<file path="src/design/ffba_pkg.sv">
`default_nettype none

package ffba_pkg;

    // Default size of the owner map in blocks.
    localparam int DEF_TOTAL_BLOCKS = 1024;

    // Owner id that marks a block as free.
    localparam logic [15:0] FREE_MARK = 16'hFFFF;

    // Reset value of the user base register.
    localparam logic [9:0] USER_BASE_RST = 10'd64;

    localparam int IN_DATA_W  = 40;
    localparam int OUT_DATA_W = 16;

    // Operation codes carried in tuser.
    localparam logic FUNC_ALLOC = 1'b0;
    localparam logic FUNC_FREE  = 1'b1;

    typedef enum logic [2:0] {
        ST_CLEAR,
        ST_IDLE,
        ST_SCAN,
        ST_FILL,
        ST_FREE,
        ST_DONE
    } ffba_state_t;

    typedef struct packed {
        logic clear;
        logic load;
        logic scan;
        logic fill;
        logic free_step;
        logic push;
    } ffba_cmd_t;

    typedef struct packed {
        logic clear_last;
        logic bad;
        logic scan_hit;
        logic scan_miss;
        logic fill_last;
        logic out_free;
    } ffba_status_t;

endpackage

`default_nettype wire

</file>
<file path="src/design/ffba_ctrl.sv">
`default_nettype none

module ffba_ctrl
    import ffba_pkg::*;
(
    input  wire logic         clk,
    input  wire logic         rst_n,
    input  wire logic         in_valid,
    input  wire logic         in_func,
    output logic              in_ready,
    input  wire ffba_status_t status,
    output ffba_cmd_t         cmd
);

    ffba_state_t state_reg;
    ffba_state_t state_next;

    always_ff @(posedge clk or negedge rst_n)
    begin
        if (!rst_n)
        begin
            state_reg <= ST_CLEAR;
        end
        else
        begin
            state_reg <= state_next;
        end
    end

    always_comb
    begin
        state_next = state_reg;
        case (state_reg)
            ST_CLEAR:
            begin
                if (status.clear_last)
                begin
                    state_next = ST_IDLE;
                end
            end
            ST_IDLE:
            begin
                if (in_valid)
                begin
                    state_next = (in_func == FUNC_FREE) ? ST_FREE : ST_SCAN;
                end
            end
            ST_SCAN:
            begin
                if (status.bad || status.scan_miss)
                begin
                    state_next = ST_DONE;
                end
                else if (status.scan_hit)
                begin
                    state_next = ST_FILL;
                end
            end
            ST_FILL:
            begin
                if (status.fill_last)
                begin
                    state_next = ST_DONE;
                end
            end
            ST_FREE:
            begin
                // The fill_last flag also marks the last block of a release.
                if (status.bad || status.fill_last)
                begin
                    state_next = ST_DONE;
                end
            end
            ST_DONE:
            begin
                if (status.out_free)
                begin
                    state_next = ST_IDLE;
                end
            end
            default:
            begin
                state_next = ST_CLEAR;
            end
        endcase
    end

    always_comb
    begin
        cmd       = '0;
        in_ready  = 1'b0;
        case (state_reg)
            ST_CLEAR:
            begin
                cmd.clear = 1'b1;
            end
            ST_IDLE:
            begin
                in_ready = 1'b1;
                cmd.load = in_valid;
            end
            ST_SCAN:
            begin
                cmd.scan = !status.bad;
            end
            ST_FILL:
            begin
                cmd.fill = 1'b1;
            end
            ST_FREE:
            begin
                cmd.free_step = !status.bad;
            end
            ST_DONE:
            begin
                cmd.push = status.out_free;
            end
            default:
            begin
                cmd = '0;
            end
        endcase
    end

endmodule

`default_nettype wire

</file>
<file path="config.mk">
export PLATFORM = sky130hd
export DESIGN_NAME = ffba_ctrl
export DESIGN_NICKNAME = d
export VERILOG_FILES = /design/src/design/ffba_pkg.sv /design/src/design/ffba_ctrl.sv
export SDC_FILE = /design/constraint.sdc
export NUM_CORES = 1
export LEC_CHECK = 0
export ABC_AREA = 1
export BUFFER_PORTS_ARGS = -buffer_cell sky130_fd_sc_hd__clkbuf_2
export CORE_AREA = 5 5 42 44
export CTS_BUF_LIST = sky130_fd_sc_hd__clkbuf_8
export DETAILED_ROUTE_END_ITERATION = 8
export DIE_AREA = 0 0 47 49
export PLACE_DENSITY = 0.63
export SYNTH_ARGS = -nofsm -noshare
export SYNTH_HDL_FRONTEND = slang
export SYNTH_SLANG_ARGS = --single-unit
</file>
<file path="constraint.sdc">
create_clock -name clk -period 2.6 [get_ports clk]
set_clock_uncertainty 0.1 [all_clocks]
set_input_delay 0.13 -clock clk [delete_from_list [all_inputs] [get_ports clk]]
set_output_delay 0.13 -clock clk [all_outputs]
set_load 0.02 [all_outputs]
</file>
==> metrics <==
CTS tree built; most frequent cells after synthesis 16 x nand2_1, 9 x inv_1, 9 x nand3_1, 9 x nor2_1, 4 x nor2_2; compound-cell area share of the yosys netlist 0.0269; vias in the first global route ~420; clk buf depth 2; Overall Global Routing Usage 0.0923; Leak between 0.0003 and 0.0004 µW; WP buf/inv 2; Initial Util 0.265; crit share post-route 0.580; Synth Instances 65; Final Max Slew Viols 0; # rows 14; post-CTS setup buffers 0; WL final a little over 900 µm; Post-Synth Adder-Cell Area 0; Synthesis Warnings 0; Avg WL per Cell between 9 and 10 µm; Slew @ Worst Pin approximately 0.3 ns; area share of the largest cell type after synthesis 0.202; nature of the critical path startpoint flip-flop; initial antenna violation count 0; Total Power ~640 µW; Max VDD drop around 360 µV; I/O pin cnt 17; Die H 49 µm; run status complete, no violations; number of CTS-inserted buffers 3; layout cells sized above 1 0.376; Max stage delay cell, worst path dfrtp_1; via count ~460; DRC viols 0; Hold WS about 0.14 ns; largest net degree at the start of global routing 10; synthesized area between 300 and 400 µm²; GP Congestion a little under 0.8; Max Fanout on Critical Path 8; # port buffers 16; multiplexer area fraction after synthesis 0; H-tree levels 1; Syn Area/Cell about 5.7 µm²; Power Density around 1200 nW/µm²; Sinks on Clock Net 3; Synth Area in Simple Gates 0.636; global route overflow 0; Iteration-0 DRC Markers 12; CP max stage delay around 0.46 ns; die area around 2300 µm²; WP data required 2.37 ns; max_slew headroom 0.798; worst-skew pair later-pin latency around 0.21 ns; kind of cell adding the most delay to the critical path flip-flops; Synth Register Bits 3; Fill cells ~160; chip width roughly 47 µm; CTS root buf clkbuf_8; Worst Path Arrival between 1 and 1.5 ns; asr flop ratio synth 1.00; Crit Path Class reg -> out; Ant. Diodes 0; R2R setup slack roughly 1.3 ns; Tmin final ~1.5 ns; max_cap viols 0; antenna-violating nets left 0; main combinational cell family by area after synthesis simple AND/OR/NAND/NOR gates; placed instance area 467 µm²; post-synthesis sequential area ratio 0.202; worst-path cell chain inv_2 -> nor4_1 -> clkbuf_2; vias per std cell approximately 4.6; unrepaired setup endpoints after global routing no; Highest Clock Rate around 0.66 GHz; Final HPWL DP around 790 µm; Worst-path clk slew roughly 0.03 ns; Largest register FFs 3; Hold Crit Class in -> async; ys flop type dfrtp_1; drt pass-1 iters 4; critical path capture point type output port; Floorplan Core Area ~1400 µm²; area grow syn2layout 40.4%; Post-synth EDFFs 0; Yosys cell types 17; final net count 96; most common cell in the netlist nand2_1; total negative slack 0 ns; Synth area leader dfrtp_1; synth top area cells dfrtp_1 20%, nand2_1 16%, nand3_1 12%; Post-Synth XOR/XNOR Area 0; Hold Fails Final Rpt 0; final setup fails 0; first-pass GRT wire length around 1600 µm; Post-Layout Inst Area 522 µm²; syn_nets 75
==> where the power goes <==
| group | total [µW] | internal, µW | leakage, µW | switching (µW) |
|---|---|---|---|---|
| Combinational | 382 | 144 | 0.000249 | 238 |
| Clock | 130 | 100 | 0.0000269 | 30.0 |
| Sequential | 127 | 72.3 | 0.0000374 | 54.8 |
| Total | 640 | 317 | 0.000313 | 323 |
==> metal layers <==
layer  part of all wire  up-vias  wire (µm)  GRT usage
met5                  0        -          0          0
met4              0.015        0         14     0.0553
met3              0.068        2         63     0.0148
met2               0.45       16        414      0.133
met1               0.47      200        430      0.123
li1                   -      244          -          -
==> worst paths after layout <==
kind,cells after the start,endpoint,start
worst max-delay path,3,cmd[1],state_reg[2]$_DFFE_PN0P_
worst min-delay path,2,state_reg[2]$_DFFE_PN0P_,rst_n
worst max register to register,8,state_reg[0]$_DFFE_PN0P_,state_reg[2]$_DFFE_PN0P_
worst min register to register,2,state_reg[2]$_DFFE_PN0P_,state_reg[2]$_DFFE_PN0P_
max in group asynchronous,2,state_reg[1]$_DFFE_PN0P_,rst_n
min in group clk,4,state_reg[1]$_DFFE_PN0P_,status[1]
==> worst reg2reg max path, cell delays in order, from the launching register on <==
cell	delay (ns)
dfrtp_1	0.45
inv_2	0.17
nand2_1	0.07
nor2_1	0.13
nand2_1	0.07
nand2_1	0.08
nor2_2	0.05
nand3_1	0.06
nand2_1	0.05
==> repair_timing <==
action | in CTS | in global routing
gates resized for setup | 0 | 0
endpoints found under the hold margin | 3 | 0
hold buffers | 1 | 0
==> layout by cell type, fill, tap and decap left out <==
| cell type | instances |
|---|---|
| and2_2 | 1 |
| clkbuf_2 | 16 |
| clkbuf_8 | 3 |
| dfrtp_1 | 3 |
| dlygate4sd3_1 | 1 |
| inv_1 | 10 |
| inv_2 | 3 |
| nand2_1 | 16 |
| nand2_2 | 1 |
| nand3_1 | 9 |
| nand3_2 | 2 |
| nand3b_2 | 1 |
| nor2_1 | 9 |
| nor2_2 | 4 |
| nor2_4 | 1 |
| nor3_1 | 2 |
| nor4_1 | 1 |
| o21ai_0 | 1 |
| o21ai_1 | 1 |
==> cell families after synthesis <==
kind of cell    after synthesis
simple gates                 47
buf+inv                      13
flops                         3
compound gates                2
==> area by class of cell <==
type / count / area [µm²] / share of cell area
sequential: 3 / 75.1 / 0.144
timing repair buffer: 17 / 90.1 / 0.173
clock buffer: 3 / 41.3 / 0.0791
inverter: 12 / 45.0 / 0.0863
clock inverter: 1 / 3.75 / 0.00719
tap: 16 / 20.0 / 0.0384
multi-input combinational: 49 / 246 / 0.472
==> per-stage QoR <==
step           instances   util  setup slack, ns
3_5_place_dp          96  0.333             1.26
4_1_cts              101  0.372             1.09
2_1_floorplan         65      -             1.15
3_3_place_gp          96  0.333             1.25
5_1_grt              101  0.372            0.965
6_report             101  0.372             1.09
No activity file was read; power rests on OpenSTA's default activity.
